--- config.mk ---
export PLATFORM = sky130hd
export DESIGN_NAME = fp16_e7m8_adder
export DESIGN_NICKNAME = d
export VERILOG_FILES = /design/src/rtl/fpadd_pkg.sv /design/src/rtl/fp16_e7m8_adder.sv /design/src/rtl/fpadd_unpack.sv /design/src/rtl/fpadd_addnorm.sv /design/src/rtl/fpadd_round.sv
export VERILOG_INCLUDE_DIRS = /design/src /design/src/rtl
export SDC_FILE = /design/constraint.sdc
export NUM_CORES = 1
export LEC_CHECK = 0
export BUFFER_PORTS_ARGS = -buffer_cell sky130_fd_sc_hd__buf_2
export CAP_MARGIN = 20
export CORE_ASPECT_RATIO = 1.75
export CORE_UTILIZATION = 56
export CTS_CLUSTER_DIAMETER = 200
export DETAILED_ROUTE_END_ITERATION = 6
export PLACE_DENSITY = 0.77
export SYNTH_ARGS = -nofsm -noshare
export SYNTH_HDL_FRONTEND = slang
export SYNTH_SLANG_ARGS = --single-unit
--- constraint.sdc ---
create_clock -name clock -period 4.8 [get_ports clock]
set_input_delay 0.24 -clock clock [delete_from_list [all_inputs] [get_ports clock]]
set_output_delay 0.24 -clock clock [all_outputs]
set_load 0.05 [all_outputs]
--- src/rtl/assert_macros.svh ---
// Assertion macros used by the adder top level
`ifndef ASSERT_MACROS_SVH
`define ASSERT_MACROS_SVH

// property must hold at every clock edge outside reset
`define ASSERT_ALWAYS(label, clk, rst, prop) \
   label: assert property (@(posedge clk) disable iff (rst) (prop)) \
      else $error("assertion failed: label");

// antecedent implies consequent in the following cycle
`define ASSERT_NEXT(label, clk, rst, ante, cons) \
   label: assert property (@(posedge clk) disable iff (rst) (ante) |=> (cons)) \
      else $error("assertion failed: label");

`endif

--- src/rtl/fpadd_pkg.sv ---
// Package: constants and inter-stage types for the e7m8 adder
package fpadd_pkg;

   localparam logic [6:0]  EXP_MAX  = 7'h7F;
   localparam logic [15:0] NAN_CODE = 16'hFF01;
   localparam logic [15:0] INF_POS  = 16'h7F00;

   // stage 1 -> stage 2: operands ordered, special result decided
   typedef struct packed {
      logic        special;
      logic [15:0] special_val;
      logic        sign;
      logic        sub;
      logic [6:0]  exp;
      logic [11:0] ma;
      logic [11:0] mb;
   } align_type;

   // stage 2 -> stage 3: raw sum before normalisation
   typedef struct packed {
      logic        special;
      logic [15:0] special_val;
      logic        sign;
      logic [7:0]  exp;
      logic [12:0] sum;
   } norm_type;

   // stage 3 -> stage 4: normalised, awaiting rounding
   typedef struct packed {
      logic        special;
      logic [15:0] special_val;
      logic        sign;
      logic [7:0]  exp;
      logic [11:0] sum;
   } round_type;

   // leading zero count over the 12-bit sum, capped at 12
   function automatic logic [3:0] lzc12(input logic [11:0] v);
      logic [3:0] n;
      logic       found;
      n = 4'd12;
      found = 1'b0;
      for (int i = 11; i >= 0; i--) begin
         if (!found && v[i]) begin
            n = 4'(11 - i);
            found = 1'b1;
         end
      end
      return n;
   endfunction

endpackage

--- src/rtl/fp16_e7m8_adder.sv ---
// Top level: four-stage pipelined e7m8 floating-point adder
// Adds two 16-bit floats (sign, 7-bit exponent bias 63, 8-bit fraction),
// rounding to nearest even with subnormal support; NaN returns 0xFF01.
// Four register stages: an accepted pair moves through stages 1 to 4, and rsp_valid
// is the valid flag of stage 4. One beat can be accepted every cycle while req_stall
// is low. Stages: unpack/order, align and add, normalise, round
// and pack. A stall on rsp_stall holds each full stage with no empty stage after it;
// bubbles are squeezed out, so req_stall rises only when every stage is full.
`include "assert_macros.svh"
module fp16_e7m8_adder (
   input  logic        clock,
   input  logic        reset,
   input  logic        req_valid,
   output logic        req_stall,
   input  logic [15:0] req_operand_a,
   input  logic [15:0] req_operand_b,
   output logic        rsp_valid,
   input  logic        rsp_stall,
   output logic [15:0] rsp_sum
);
   fpadd_pkg::align_type align_in, align_ff;
   fpadd_pkg::norm_type  norm_in, norm_ff;
   fpadd_pkg::round_type round_in, round_ff;
   logic [6:0]  diff_in, diff_ff;
   logic [15:0] sum_in, sum_ff;
   logic        v1_ff, v2_ff, v3_ff, v4_ff;
   logic        en1, en2, en3, en4;

   fpadd_unpack u_unpack (
      .a_in(req_operand_a), .b_in(req_operand_b),
      .align_out(align_in), .diff_out(diff_in));

   fpadd_addnorm u_addnorm (
      .align_in(align_ff), .diff_in(diff_ff), .norm_out(norm_in),
      .norm_in(norm_ff), .round_out(round_in));

   fpadd_round u_round (.round_in(round_ff), .result_out(sum_in));

   // a stage advances when its successor is empty or advancing
   assign en4 = !v4_ff || !rsp_stall;
   assign en3 = !v3_ff || en4;
   assign en2 = !v2_ff || en3;
   assign en1 = !v1_ff || en2;
   assign req_stall = !en1;
   assign rsp_valid = v4_ff;
   assign rsp_sum   = sum_ff;

   always_ff @(posedge clock) begin
      if (reset) begin
         v1_ff <= 1'b0;
         v2_ff <= 1'b0;
         v3_ff <= 1'b0;
         v4_ff <= 1'b0;
      end else begin
         if (en1) v1_ff <= req_valid;
         if (en2) v2_ff <= v1_ff;
         if (en3) v3_ff <= v2_ff;
         if (en4) v4_ff <= v3_ff;
      end
   end

   always_ff @(posedge clock) begin
      if (en1) begin
         align_ff <= align_in;
         diff_ff  <= diff_in;
      end
      if (en2) norm_ff  <= norm_in;
      if (en3) round_ff <= round_in;
      if (en4) sum_ff   <= sum_in;
   end

   `ASSERT_NEXT(a_rsp_hold, clock, reset, rsp_valid && rsp_stall, rsp_valid && $stable(rsp_sum))
   `ASSERT_ALWAYS(a_stall_full, clock, reset, !req_stall || (v1_ff && v2_ff && v3_ff && v4_ff))
   `ASSERT_NEXT(a_enter, clock, reset, req_valid && !req_stall, v1_ff)
endmodule

--- src/rtl/fpadd_unpack.sv ---
// Stage 1 logic: special cases, operand ordering and exponent difference
module fpadd_unpack (
   input  logic [15:0]          a_in,
   input  logic [15:0]          b_in,
   output fpadd_pkg::align_type align_out,
   output logic [6:0]           diff_out
);
   logic [6:0]  ea, eb, eg, el;
   logic [7:0]  fa, fb;
   logic        a_nan, b_nan, a_inf, b_inf, swap;
   logic [15:0] big, lit;

   always_comb begin
      ea = a_in[14:8];
      eb = b_in[14:8];
      fa = a_in[7:0];
      fb = b_in[7:0];
      a_inf = (ea == fpadd_pkg::EXP_MAX) && (fa == 8'd0);
      b_inf = (eb == fpadd_pkg::EXP_MAX) && (fb == 8'd0);
      a_nan = (ea == fpadd_pkg::EXP_MAX) && (fa != 8'd0);
      b_nan = (eb == fpadd_pkg::EXP_MAX) && (fb != 8'd0);
      swap  = b_in[14:0] > a_in[14:0];
      big   = swap ? b_in : a_in;
      lit   = swap ? a_in : b_in;

      align_out.special     = 1'b1;
      align_out.special_val = 16'd0;
      if (a_nan || b_nan || (a_inf && b_inf && (a_in[15] != b_in[15])))
         align_out.special_val = fpadd_pkg::NAN_CODE;
      else if (a_inf)
         align_out.special_val = a_in;
      else if (b_inf)
         align_out.special_val = b_in;
      else if (big[14:0] == lit[14:0] && big[15] != lit[15])
         align_out.special_val = 16'd0;
      else if (big[14:0] == 15'd0)
         align_out.special_val = {a_in[15] & b_in[15], 15'd0};
      else
         align_out.special = 1'b0;

      eg = (big[14:8] == 7'd0) ? 7'd1 : big[14:8];
      el = (lit[14:8] == 7'd0) ? 7'd1 : lit[14:8];
      align_out.sign = big[15];
      align_out.sub  = big[15] != lit[15];
      align_out.exp  = eg;
      align_out.ma   = {(big[14:8] != 7'd0), big[7:0], 3'b000};
      align_out.mb   = {(lit[14:8] != 7'd0), lit[7:0], 3'b000};
      diff_out       = eg - el;
   end
endmodule

--- src/rtl/fpadd_addnorm.sv ---
// Stages 2 and 3 logic: alignment shift, add/subtract and normalisation
module fpadd_addnorm (
   input  fpadd_pkg::align_type align_in,
   input  logic [6:0]           diff_in,
   output fpadd_pkg::norm_type  norm_out,
   input  fpadd_pkg::norm_type  norm_in,
   output fpadd_pkg::round_type round_out
);
   logic [11:0] mb_sh, lost;
   logic [11:0] s;
   logic [7:0]  e;
   logic [3:0]  lz, sh;

   always_comb begin
      // alignment with sticky
      lost  = 12'd0;
      mb_sh = 12'd0;
      if (diff_in > 7'd13) begin
         mb_sh = {11'd0, align_in.mb != 12'd0};
      end else begin
         mb_sh = align_in.mb >> diff_in[3:0];
         lost  = align_in.mb & ((12'd1 << diff_in[3:0]) - 12'd1);
         mb_sh[0] = mb_sh[0] | (lost != 12'd0);
      end
      norm_out.special     = align_in.special;
      norm_out.special_val = align_in.special_val;
      norm_out.sign        = align_in.sign;
      norm_out.exp         = {1'b0, align_in.exp};
      norm_out.sum = align_in.sub ? ({1'b0, align_in.ma} - {1'b0, mb_sh})
                                  : ({1'b0, align_in.ma} + {1'b0, mb_sh});

      // normalisation
      e = norm_in.exp;
      if (norm_in.sum[12]) begin
         s = norm_in.sum[12:1] | {11'd0, norm_in.sum[0]};
         e = e + 8'd1;
      end else begin
         s = norm_in.sum[11:0];
      end
      lz = fpadd_pkg::lzc12(s);
      // shift until bit 11 set or exponent reaches one
      if ({4'd0, lz} < e - 8'd1)
         sh = lz;
      else
         sh = 4'(e - 8'd1);
      round_out.special     = norm_in.special;
      round_out.special_val = norm_in.special_val;
      round_out.sign        = norm_in.sign;
      round_out.exp         = e - {4'd0, sh};
      round_out.sum         = s << sh;
   end
endmodule

--- src/rtl/fpadd_round.sv ---
// Stage 4 logic: round to nearest even and pack the result
module fpadd_round (
   input  fpadd_pkg::round_type round_in,
   output logic [15:0]          result_out
);
   logic [2:0] grs;
   logic [9:0] m;
   logic [7:0] e;

   always_comb begin
      grs = round_in.sum[2:0];
      m   = {1'b0, round_in.sum[11:3]};
      e   = round_in.exp;
      if (grs > 3'd4 || (grs == 3'd4 && m[0]))
         m = m + 10'd1;
      if (m[9]) begin
         m = m >> 1;
         e = e + 8'd1;
      end
      if (round_in.special)
         result_out = round_in.special_val;
      else if (e >= {1'b0, fpadd_pkg::EXP_MAX})
         result_out = fpadd_pkg::INF_POS | {round_in.sign, 15'd0};
      else if (!m[8])
         result_out = {round_in.sign, 7'd0, m[7:0]};
      else
         result_out = {round_in.sign, e[6:0], m[7:0]};
   end
endmodule

# Word level (Yosys, flattened, before mapping)
# Cells that the tools add are included.
[totals]
latchBits = 0
output_inout_bits = 18
reg_bits = 147
mem_count = 0
ram_bits = 0
word_cells = 148
romBits = 0
[classes]
n_bitwise = 4
order_cmp = 5
mux = 43
multipliers = 0
addsub = 9
shift = 3
div = 0
reduce_logical = 55
n_eq_ne = 6
[ops]
columns = ["operator", "n"]
rows = [
  ["$mux W16", 7],
  ["$mux W4", 13],
  ["$mux W15", 2],
  ["$mux W12", 2],
  ["$reduce_bool A12 Y1", 2],
  ["$logic_and A1 B1 Y1", 19],
  ["$logic_not A1 Y1", 17],
  ["$logic_not A8 Y1", 2],
  ["$mux W8", 2],
  ["$reduce_bool A8 Y1", 2],
  ["$eq A15 B15 Y1", 1],
  ["$gt A15 B15 Y1", 1],
  ["$logic_not A15 Y1", 1],
  ["$eq A7 B7 Y1 const B", 2],
  ["$logic_not A7 Y1", 2],
  ["$mux W7", 2],
  ["$reduce_bool A7 Y1", 2],
  ["$add A12 B12 Y13", 1],
  ["$mux W13", 1],
  ["$sub A12 B12 Y13", 1],
  ["$and A12 B12 Y12", 1],
  ["$mux W1", 12],
  ["$or A12 B1 Y12", 1],
  ["$shl A1 B4 Y12 const A", 1],
  ["21 further kinds", 28],
]

# Logic depth before layout (Yosys ltp)
# Gate-level depths: netlist (run 1).
[logic_depth]
depth_word = 39
mapped_depth = 26
mapped_depth_nobuf = 23

# By module
# A second synthesis (run 1) with hierarchy kept.
[hier_totals]
hier_cells = 957
hier_area_um2 = 10202.3
[modules_own_cells]
columns = ["module", "instances", "seq_area_each_um2", "area_per_inst_um2", "cells_per_inst"]
rows = [
  ["fp16_e7m8_adder", 1, 4584.4, 4669.5, 167],
  ["fpadd_addnorm", 1, 0.0, 3289.4, 467],
  ["fpadd_unpack", 1, 0.0, 1471.4, 211],
  ["fpadd_round", 1, 0.0, 772.0, 112],
]

# Worst setup path after synthesis (run 1)
# OpenSTA, ideal clock, no wires.
[synth_path]
kind = "register to register"
start = "register norm_ff[12] in the netlist's numbering"
end = "register round_ff[18] in the netlist's numbering, data pin"
required_time_ps = 4536
arrival_ps = 4727
stages_incl_launch_ff = 27
setup_slack_ps = -190
setup_time_ps = 264
path_buffers = 4
synth_period_minus_slack_ps = 4990
cell_sequence = "edfxtp_1 > buf_2 > buf_2 > buf_1 > mux2_2 > inv_1 > ha_1 > inv_1 > xnor2_1 > ha_1 > o21a_1 > o21a_1 > o21ai_0 > a21oi_1 > a22o_1 > buf_6 > inv_12 > ha_1 > inv_1 > fa_1 > inv_1 > a21oi_1 > mux2i_1 > o21a_1 > inv_1 > a211oi_1 > xnor2_1"
[synth_lines]
columns = ["element", "line", "rtl"]
rows = [
  ["from (decl)", "fp16_e7m8_adder.sv:22", "fpadd_pkg::norm_type norm_in, norm_ff;"],
  ["from (signal assigned)", "fp16_e7m8_adder.sv:67", "if (en2) norm_ff <= norm_in;"],
  ["to (signal assigned)", "fp16_e7m8_adder.sv:68", "if (en3) round_ff <= round_in;"],
  ["to (decl)", "fp16_e7m8_adder.sv:23", "fpadd_pkg::round_type round_in, round_ff;"],
]

==> summary.txt, run 1 <==
Status -> complete, no violations
Min cycle time layout -> 4.68 ns
1st-iter DRT viols -> 270
ANT nets after route -> 0
RD Place Congestion -> 0.875
Total Neg Setup Slack -> 0 ns
Critical Path Stages -> 22
Seq/Total Area, Yosys -> 0.476
Number of I/O port buffers -> 53
Final period util -> 0.975
Max VDD drop -> 0.000282 V
Worst Max-Slew Pin Slew -> 1.03 ns
Largest net degree at the start of global routing -> 48
Post-route clock skew -> 0.0110 ns
Vias in the first global route -> 6942
Via density -> 6.07
Pwr dens -> 508 nW/um^2
Grt total ovfl -> 0
Post-synthesis cell type count -> 81
CTS tree -> done
Register area -> 4370 sq um
Clk pwr share -> 0.244
Core area -> 16000 sq um
Top cell type by total area after synthesis -> edfxtp_1
Pleak -> 4.37 nW
Area share of the largest cell type after synthesis -> 0.467
Hold depth -> 3
Max-cap violations -> 0
First-pass GRT wire length -> 31900 um
IO Count -> 54
Synth Flop Type -> edfxtp_1
Flops & latches, synth -> 147
Final hold vios -> 0
Initial antenna violation count -> 0
Hold WC Path Type -> input port to register
Crit-path leading delay family -> compound AO/OA/AOI/OAI gates
CP max-delay cell -> edfxtp_1
WP buf/inv -> 4
Fill cells -> 1187
Crit Path Category -> register to register
Routed WL per cell -> 17.5 um
Footprint of the multi-input gates -> 4490 sq um
Max_slew headroom -> 0.310
Sequence of cells on the critical path -> ha_4 -> mux2_2 -> inv_1 -> ha_1 -> inv_1 -> xnor2_2 -> ha_1 -> o21a_1 -> o21a_1 -> o21ai_2 -> buf_4 -> a221oi_4 -> mux2_2 -> inv_2 -> ha_1 -> a21oi_2 -> nor2_1 -> nor2_1 -> a22oi_1 -> a31o_2 -> mux2i_1 -> o22ai_1
Cell count after synthesis -> 875
Die height -> 171 um
Top-count cell post-synth -> edfxtp_1
Sw Ratio -> 0.386
GRT Total Usage -> 0.244
Site row count -> 61
NetSw -> 2.05 mW
DP Worst Slack -> 0.0498 ns
Clock sinks -> 147
Final wirelength -> 20200 um
Clock latency at the later pin of the worst-skew pair -> 0.43 ns
Initial core utilization -> 0.576
Startpoint types -> register
Avg Inst Size Synth -> 10.5 sq um
Post-detail-place hpwl -> 15000 um
Synth top cells by count -> edfxtp_1, nand2_1, nor2_1
Mapped Area -> 9190 sq um
CTS buffer count -> 17
Synth warn -> 0
Fraction of layout cells with a size suffix above 1 -> 0.168
Detailed-route via count -> 6994
Post-synth EDFFs -> 143
Worst EP required -> 4.98 ns
Clk pin slew, worst setup/hold paths -> 0.07 ns
Share of flip-flops with an asynchronous set or reset -> 0
Max-slew violations -> 0
Reg2Reg Depth -> 22
Clock buffer depth -> 2
Final WS setup -> 0.120 ns
CTS H-tree depth -> 4
Synth top area cells -> edfxtp_1, ha_1, nand2_1
Final setup vio count -> 0
Critical path endpoint category -> register
Seq pwr share -> 0.387
Drc violations -> 0
Router iterations before antenna repair -> 7
Power Internal -> 3.25 mW
Die width -> 98.8 um
Arrival time at the worst endpoint -> 4.86 ns
Ant diodes -> 0
Fmax -> 214 MHz
Crit path top cell by count -> ha_1
Largest incremental delay on the critical path -> 0.51 ns
P&R area growth vs syn -> 13.4%
Post-layout nets -> 1041
Worst-path maximum fanout -> 9
Root Driver -> clkbuf_16
Die area -> 16900 sq um
Logic pwr share -> 0.370
==> per-stage QoR <==
| stage | hold slack (ns) | util | area [sq um] | instances | total power [mW] |
|---|---|---|---|---|---|
| floorplan | 0.309 | - | 9210 | 881 | 3.47 |
| global placement | 0.401 | 0.612 | 9760 | 1115 | 3.92 |
| detailed placement | 0.405 | 0.612 | 9760 | 1115 | 3.96 |
| CTS | 0.0255 | 0.650 | 10400 | 1148 | 5.27 |
| global route | 0.0753 | 0.653 | 10400 | 1152 | 5.55 |
| finish | 0.0370 | 0.653 | 10400 | 1152 | 5.30 |
==> logic make-up (layout without fill, tap and decap cells) <==
kind of cell               count (synthesis)  after routing  share of synthesized area
and+or+nand+nor                          266            266                      0.139
adders and majority gates                 55             55                     0.0773
buffers and inverters                     99            181                     0.0440
DFF                                      147            147                      0.476
other                                      1              7                   0.000408
xor gates and xnor gates                  38             38                     0.0362
muxes                                     60             60                     0.0716
AOI/OAI and AO/OA                        209            209                      0.155
==> area by class of cell <==
| type | count | area share |
|---|---|---|
| clock inverter | 15 | 0.0155 |
| inverter | 70 | 0.0264 |
| tap | 189 | 0.0227 |
| multi-input combinational | 635 | 0.431 |
| clock buffer | 17 | 0.0408 |
| timing repair buffer | 79 | 0.0444 |
| sequential | 147 | 0.420 |
==> metal layers <==
| metal | up-vias | share of wire | wire, um | GRT usage |
|---|---|---|---|---|
| met3 | 99 | 0.026 | 515 | 0.0297 |
| met1 | 3284 | 0.33 | 6690 | 0.210 |
| met4 | 0 | 0.069 | 1390 | 0.190 |
| met2 | 222 | 0.57 | 11600 | 0.493 |
| li1 | 3389 | - | - | - |
| met5 | - | 0 | 0 | 0 |
==> state kept, by name, summed over array words and instances, names as in the netlist <==
signal,count
align_ff,44
diff_ff,7
norm_ff,38
round_ff,38
rsp_sum,16
rsp_valid,1
v1_ff,1
v2_ff,1
v3_ff,1
==> path summary, 6_finish.rpt <==
path	from	end	slack [ns]
setup / recovery	norm_ff[14]	round_ff[19]	0.12
hold reg to reg	norm_ff[36]	round_ff[35]	0.42
setup reg to reg	norm_ff[14]	round_ff[19]	0.12
hold / removal	req_valid	v1_ff	0.04
==> power groups by stage <==
stage | Clock, mW | Combinational, mW | Sequential, mW
after detailed placement | 0 | 1.89 | 2.06
final | 1.29 | 1.96 | 2.05
after floorplan | 0 | 1.30 | 2.17
after CTS | 1.31 | 1.92 | 2.04
after global placement | 0 | 1.86 | 2.05
after global routing | 1.35 | 2.12 | 2.08
==> timing repair <==
item,CTS,global route
pin swaps,0,2
endpoints found under the setup margin,1,4
hold endpoints to repair,1,0
buffers inserted,0,4
resized for setup,2,5
hold buffers,1,0
==> worst min-delay path, stage by stage <==
cell	delay, ns
buf_2	0.09
inv_1	0.04
a21oi_1	0.05
==> placed cells by master (no fill, tap or decap), types with 12 or more instances in the layout <==
cell / count
edfxtp_1: 143
nand2_1: 80
nor2_1: 71
inv_1: 65
a21oi_1: 57
buf_2: 53
ha_1: 51
o21ai_0: 37
mux2i_1: 29
mux2_2: 26
buf_4: 25
xnor2_1: 23
nand3_1: 18
clkbuf_16: 17
nand4_1: 14
o21a_1: 14
xor2_1: 14
nor4_1: 12
a21o_1: 12
nor2b_1: 12
Note: power is estimated with default switching activity, not from simulation.
==> run 2, diff against run 1 <==
--- a/config.mk
+++ b/config.mk
@@ -6,6 +6,7 @@
 export SDC_FILE = /design/constraint.sdc
 export NUM_CORES = 1
 export LEC_CHECK = 0
+export ABC_AREA = 1
 export BUFFER_PORTS_ARGS = -buffer_cell sky130_fd_sc_hd__buf_2
 export CAP_MARGIN = 20
 export CORE_ASPECT_RATIO = 1.75
@@ -13,6 +14,7 @@
 export CTS_CLUSTER_DIAMETER = 200
 export DETAILED_ROUTE_END_ITERATION = 6
 export PLACE_DENSITY = 0.77
+export SLEW_MARGIN = 30
 export SYNTH_ARGS = -nofsm -noshare
 export SYNTH_HDL_FRONTEND = slang
 export SYNTH_SLANG_ARGS = --single-unit
==> summary.txt, run 2 <==
Final hold vios -> 0
Biggest register -> align_ff
Most frequent cells in the layout -> nand2_1, edfxtp_1, inv_1, nor2_1, nand3_1
Detailed-route via count -> 7386
Register area -> 4370 sq um
Most common cell after layout, fill and taps aside -> nand2_1
Status -> complete, but fails checks
Seq/Total Area, Yosys -> 0.483
CTS H-tree depth -> 4
Post-synth EDFFs -> 143
Post-route clock skew -> 0.0180 ns
Post-synthesis cell type count -> 49
Arrival time at the worst endpoint -> 4.49 ns
Met1 Resource Use GR -> 0.214
Hold WC Path Type -> input port to register
Pwr dens -> 525 nW/um^2
Worst Hold Slack -> 0.0482 ns
Largest net degree at the start of global routing -> 52
Mapped Area -> 9060 sq um
Largest incremental delay on the critical path -> 0.55 ns
Router iterations before antenna repair -> 7
1st-iter DRT viols -> 354
Reg2Reg Depth -> 25
Core area -> 15900 sq um
Worst EP required -> 4.99 ns
Grt total ovfl -> 0
P&R area growth vs syn -> 12.2%
Site row count -> 61
Synth warn -> 0
Top cell type by total area after synthesis -> edfxtp_1
Die area -> 16700 sq um
Max-slew violations -> 0
Crit path top cell by count -> nand2_1
Via density -> 5.64
Synth top cells by count -> nand2_1, edfxtp_1, inv_1
Cell count after synthesis -> 1040
CTS buffer count -> 17
Final period util -> 0.896
Global-route met3 utilization -> 0.0308
GRT busiest layer -> met2
Routed WL per cell -> 15.2 um
Root Driver -> clkbuf_16
Initial core utilization -> 0.571
Combinational family with the most area after synthesis -> simple AND/OR/NAND/NOR gates
Final setup vio count -> 0
Post-layout nets -> 1199
R2R Setup Slk -> 0.50 ns
Violated checks -> DRC
Fraction of layout cells with a size suffix above 1 -> 0.102
Mux contribution to synthesized area -> 0.00221
Min cycle time layout -> 4.30 ns
Die width -> 98.1 um
Post_cts resized -> 0
Worst Max-Slew Pin Slew -> 0.839 ns
CP max-delay cell -> edfxtp_1
Synth top area cells -> edfxtp_1, nand2_1, ha_1
Share of flip-flops with an asynchronous set or reset -> 0
Area share of the largest cell type after synthesis -> 0.474
Post-synthesis simple-gate area fraction -> 0.224
Worst r2r dst -> round_ff[19]
Avg Inst Size Synth -> 8.71 sq um
Vias in the first global route -> 7297
Fill cells -> 1324
Number of I/O port buffers -> 53
Synth Area in Compound Gates -> 0.106
RD Place Congestion -> 0.924
First-pass GRT wire length -> 32400 um
Reg-to-reg critical path startpoint -> norm_ff[12]
Synth Area in XOR/XNOR -> 0.0366
Max reg flops -> 44
Fmax -> 232 MHz
Drc violations -> 5
Clk pin slew, worst setup/hold paths -> 0.07 ns
ANT nets after route -> 0
Worst-path maximum fanout -> 16
Top-count cell post-synth -> nand2_1
Clock sinks -> 147
Startpoint types -> register
CP startpoint -> norm_ff[12]
Footprint of the multi-input gates -> 4080 sq um
Pleak -> 4.68 nW
IO Count -> 54
RSZ-0062 raised after global routing -> no
Adder-cell share of the synthesized area -> 0.0785
Max_slew headroom -> 0.441
GRT Total Usage -> 0.251
Crit Path Category -> register to register
Synth Flop Type -> edfxtp_1
Ant diodes -> 0
Total Neg Setup Slack -> 0 ns
Clock latency at the later pin of the worst-skew pair -> 0.43 ns
Critical path endpoint category -> register
Final wirelength -> 20000 um
Max VDD drop -> 0.000353 V
Flops & latches, synth -> 147
Die height -> 170 um
Initial antenna violation count -> 0
Post-detail-place hpwl -> 15200 um
Clock buffer depth -> 2
CTS tree -> done
Critical path endpoint -> round_ff[19]
Largest regs -> align_ff (44), norm_ff (38), round_ff (38)
Met2 Use GR -> 0.525
Tot Pwr -> 5.34 mW
Max-cap violations -> 0
==> run 2: cell types whose count changed in the layout (fill, tap and decap cells not counted), sizes merged, moves of 27 or more <==
| cell | change |
|---|---|
| o21ai | +36 |
| mux2 | -30 |
| nand3 | +69 |
| inv | +71 |
| mux2i | -27 |
| nand2 | +145 |
==> run 2: cells by family (layout without fill, tap and decap cells) <==
| family | after synthesis | in the layout |
|---|---|---|
| buffers and inverters | 163 | 238 |
| XOR/XNOR | 37 | 37 |
| adder cells (fa/ha/maj) | 55 | 55 |
| AND/OR/NAND/NOR | 464 | 464 |
| multiplexers | 2 | 2 |
| other | 1 | 7 |
| flip-flops | 147 | 147 |
| AO/OA/AOI/OAI | 171 | 171 |
==> run 2: layout make-up <==
cell class	instances	share of cell area
clock inverters	15	0.0164
multi-input cells	736	0.402
inverters	144	0.0533
clock buffers	17	0.0419
well taps	189	0.0233
repair buffers	62	0.0330
flip-flops and latches	147	0.430
==> run 2: power by group <==
group / internal, mW / switching [mW] / total, mW / leakage, nW
Clock: 0.739 / 0.596 / 1.33 / 0.287
Combinational: 0.641 / 1.38 / 2.02 / 2.80
Sequential: 1.78 / 0.198 / 1.98 / 1.60
==> run 2: routing by layer <==
metal	routed length [um]	part of all wire
met4	991	0.050
met3	507	0.025
met5	0	0
met2	11700	0.59
met1	6770	0.34
==> run 2: worst min path at each step <==
stage	start	endpoint	slack, ns	cells past startpoint
6_report	req_valid	v1_ff	0.05	3
5_1_grt	req_valid	v1_ff	0.08	3
4_1_cts	req_valid	v1_ff	0.05	3
3_5_place_dp	norm_ff[23]	round_ff[22]	0.40	0
3_3_place_gp	align_ff[47]	norm_ff[36]	0.40	0
2_1_floorplan	reset	rsp_valid	0.31	1
==> run 2: worst max-delay path: cells and delay by family (launching register included) <==
| family | cells | cell delay (ns) |
|---|---|---|
| compound gates | 3 | 0.45 |
| fa+ha+maj | 2 | 0.52 |
| buf+inv | 1 | 0.08 |
| simple gates | 19 | 2.47 |
| flops | 1 | 0.55 |
==> run 2: metrics by stage <==
| step | cell area, sq um | std cells | setup WS [ns] | utilization |
|---|---|---|---|---|
| floorplan | 9080 | 1046 | 0.00113 | - |
| global placement | 9550 | 1276 | 0.461 | 0.602 |
| detailed placement | 9550 | 1276 | 0.277 | 0.602 |
| CTS | 10200 | 1309 | 0.278 | 0.640 |
| global route | 10200 | 1310 | 0.0313 | 0.640 |
| finish | 10200 | 1310 | 0.498 | 0.640 |
==> run 2: timing repair <==
action                     4_1_cts  5_1_grt
buffers inserted                 0        1
setup endpoints to repair        0        5
hold endpoints to repair         2        0
hold buffers                     1        0
==> run 3, diff against run 2 <==
--- a/config.mk
+++ b/config.mk
@@ -10,10 +10,10 @@
 export BUFFER_PORTS_ARGS = -buffer_cell sky130_fd_sc_hd__buf_2
 export CAP_MARGIN = 20
 export CORE_ASPECT_RATIO = 1.75
-export CORE_UTILIZATION = 56
+export CORE_UTILIZATION = 60
 export CTS_CLUSTER_DIAMETER = 200
 export DETAILED_ROUTE_END_ITERATION = 6
-export PLACE_DENSITY = 0.77
+export PLACE_DENSITY = 0.79
 export SLEW_MARGIN = 30
 export SYNTH_ARGS = -nofsm -noshare
 export SYNTH_HDL_FRONTEND = slang
==> constraint.sdc (replaced) <==
create_clock -name clock -period 5.28 [get_ports clock]
set_input_delay 0.264 -clock clock [delete_from_list [all_inputs] [get_ports clock]]
set_output_delay 0.264 -clock clock [all_outputs]
set_load 0.05 [all_outputs]
==> summary.txt, run 3 (synthesized netlist as in run 2, its figures left out) <==
Fraction of layout cells with a size suffix above 1 -> 0.100
Final period util -> 0.908
Max_slew headroom -> 0.456
Final non-filler cell total -> 1299
Sequence of cells on the critical path -> inv_1 -> or2_2 -> o21ai_0 -> inv_1 -> nor3_1 -> nand2_1 -> a21oi_1 -> nor2_1 -> ha_1 -> nand2_1 -> inv_1 -> nand2_1 -> nand2_2 -> nand2_4 -> o21ai_2 -> inv_1 -> ha_1 -> nor4_1 -> nand2_1 -> nand2_1 -> nand2_1
Crit path top cell by count -> nand2_1
Clk pin slew, worst setup/hold paths -> 0.07 ns
Post-detail-place hpwl -> 15800 um
Clock sinks -> 147
Grt total ovfl -> 0
Worst r2r dst -> round_ff[19]
Biggest register -> align_ff
Die width -> 94.9 um
Startpoint types -> register
Die height -> 165 um
Crit-path leading delay family -> simple AND/OR/NAND/NOR gates
Post-DP Area -> 9520 sq um
Fill cells -> 1175
Ant diodes -> 0
ANT nets after route -> 0
Pwr dens -> 483 nW/um^2
Root Driver -> clkbuf_16
RSZ-0062 raised after global routing -> no
Clk pwr share -> 0.259
Largest incremental delay on the critical path -> 0.77 ns
Fmax -> 209 MHz
R2R Setup Slk -> 0.48 ns
CTS tree -> done
Max-slew violations -> 0
Setup Buffers After CTS -> 0
CTS H-tree depth -> 4
Min cycle time layout -> 4.80 ns
Largest regs -> align_ff (44), norm_ff (38), round_ff (38)
Die area -> 15600 sq um
GRT Total Usage -> 0.276
CP max-delay cell -> edfxtp_1
Power Internal -> 2.92 mW
Logic pwr share -> 0.372
Hold buffers post-CTS -> 0
Crit Path Category -> register to register
Violated checks -> DRC
Router iterations before antenna repair -> 7
Clock buffer depth -> 2
WP buf/inv -> 4
Worst-path maximum fanout -> 22
Post_cts resized -> 0
Hold depth -> 2
P&R area growth vs syn -> 11.9%
Max reg flops -> 44
Footprint of the multi-input gates -> 4090 sq um
Drc violations -> 10
Hold WC Path Type -> input port to register
Routed WL per cell -> 15.7 um
Initial antenna violation count -> 0
Core area -> 14800 sq um
Status -> complete, but fails checks
Final setup vio count -> 0
Fin area -> 10100 sq um
Pleak -> 4.67 nW
Fin util -> 0.683
End of the worst hold path -> v3_ff
Worst Max-Slew Pin Slew -> 0.815 ns
Most common cell after layout, fill and taps aside -> nand2_1
Hold path start -> reset
Number of I/O port buffers -> 53
First-pass GRT wire length -> 32500 um
Vias in the first global route -> 7489
Register area -> 4370 sq um
Most frequent cells in the layout -> nand2_1, edfxtp_1, inv_1, nor2_1, nand3_1
Critical path endpoint category -> register
IO Count -> 54
Clock latency at the later pin of the worst-skew pair -> 0.43 ns
Via density -> 5.68
Final wirelength -> 20300 um
Largest net degree at the start of global routing -> 52
Initial core utilization -> 0.610
Inst Count DP -> 1267
Arrival time at the worst endpoint -> 4.99 ns
Tot Pwr -> 4.89 mW
Total Neg Setup Slack -> 0 ns
NetSw -> 1.98 mW
Max-cap violations -> 0
Reg2Reg Depth -> 21
1st-iter DRT viols -> 377
Worst EP required -> 5.47 ns
CTS buffer count -> 17
Post-layout nets -> 1194
Final hold vios -> 0
Reg-to-reg critical path startpoint -> norm_ff[12]
Sw Ratio -> 0.404
RD Place Congestion -> 0.946
Seq pwr share -> 0.369
Post-route clock skew -> 0.0101 ns
Max VDD drop -> 0.000266 V
Site row count -> 59
Detailed-route via count -> 7373
run 3: changes by cell type in the layout (fill, tap and decap cells not counted), moves of 2 or more:
| cell | delta |
|---|---|
| clkinv_8 | -2 |
| inv_8 | +4 |
| buf_4 | -4 |
| clkinv_4 | -2 |
run 3: final cells by class:
cell class | instances | area share
clock inverter | 15 | 0.0181
inverter | 144 | 0.0535
tap | 183 | 0.0226
sequential | 147 | 0.432
clock buffer | 17 | 0.0420
timing repair buffer | 57 | 0.0291
multi-input combinational | 736 | 0.403
run 3: worst register-to-register path: cells and delay by family, from the launching register on:
kind	cells	cell delay (ns)
and+or+nand+nor	12	1.79
AOI/OAI and AO/OA	3	0.81
DFF	1	0.77
buffers and inverters	4	0.61
adders and majority gates	2	0.57
run 3: how the worst max path moves through the flow:
stage	from	to	slack (ns)	cells past startpoint
5_1_grt	norm_ff[12]	round_ff[18]	0.03	23
6_report	norm_ff[12]	round_ff[19]	0.48	21
3_3_place_gp	norm_ff[12]	round_ff[18]	0.51	23
3_5_place_dp	norm_ff[12]	round_ff[19]	0.30	21
2_1_floorplan	rsp_valid	align_ff[10]	0.48	7
4_1_cts	norm_ff[12]	round_ff[19]	0.27	21
run 3: routing by layer:
| metal | routed length, um | vias to the layer above | track usage |
|---|---|---|---|
| met4 | 1310 | 0 | 0.198 |
| met1 | 6730 | 3387 | 0.232 |
| met5 | 0 | - | 0 |
| li1 | - | 3669 | - |
| met2 | 11800 | 219 | 0.555 |
| met3 | 507 | 98 | 0.0391 |
run 3: power by group through the flow:
stage	sequential [mW]	combinational, mW	clock [mW]
after global routing	1.84	2.04	1.32
after global placement	1.81	1.76	0
after CTS	1.80	1.81	1.27
after detailed placement	1.83	1.79	0
final	1.80	1.82	1.27
after floorplan	1.96	1.20	0
run 3: per-stage QoR:
stage	hold WS (ns)	worst slack (ns)
3_3_place_gp	0.400	0.507
4_1_cts	0.0436	0.271
6_report	0.0468	0.484
3_5_place_dp	0.405	0.297
2_1_floorplan	0.333	0.481
5_1_grt	0.0542	0.0328
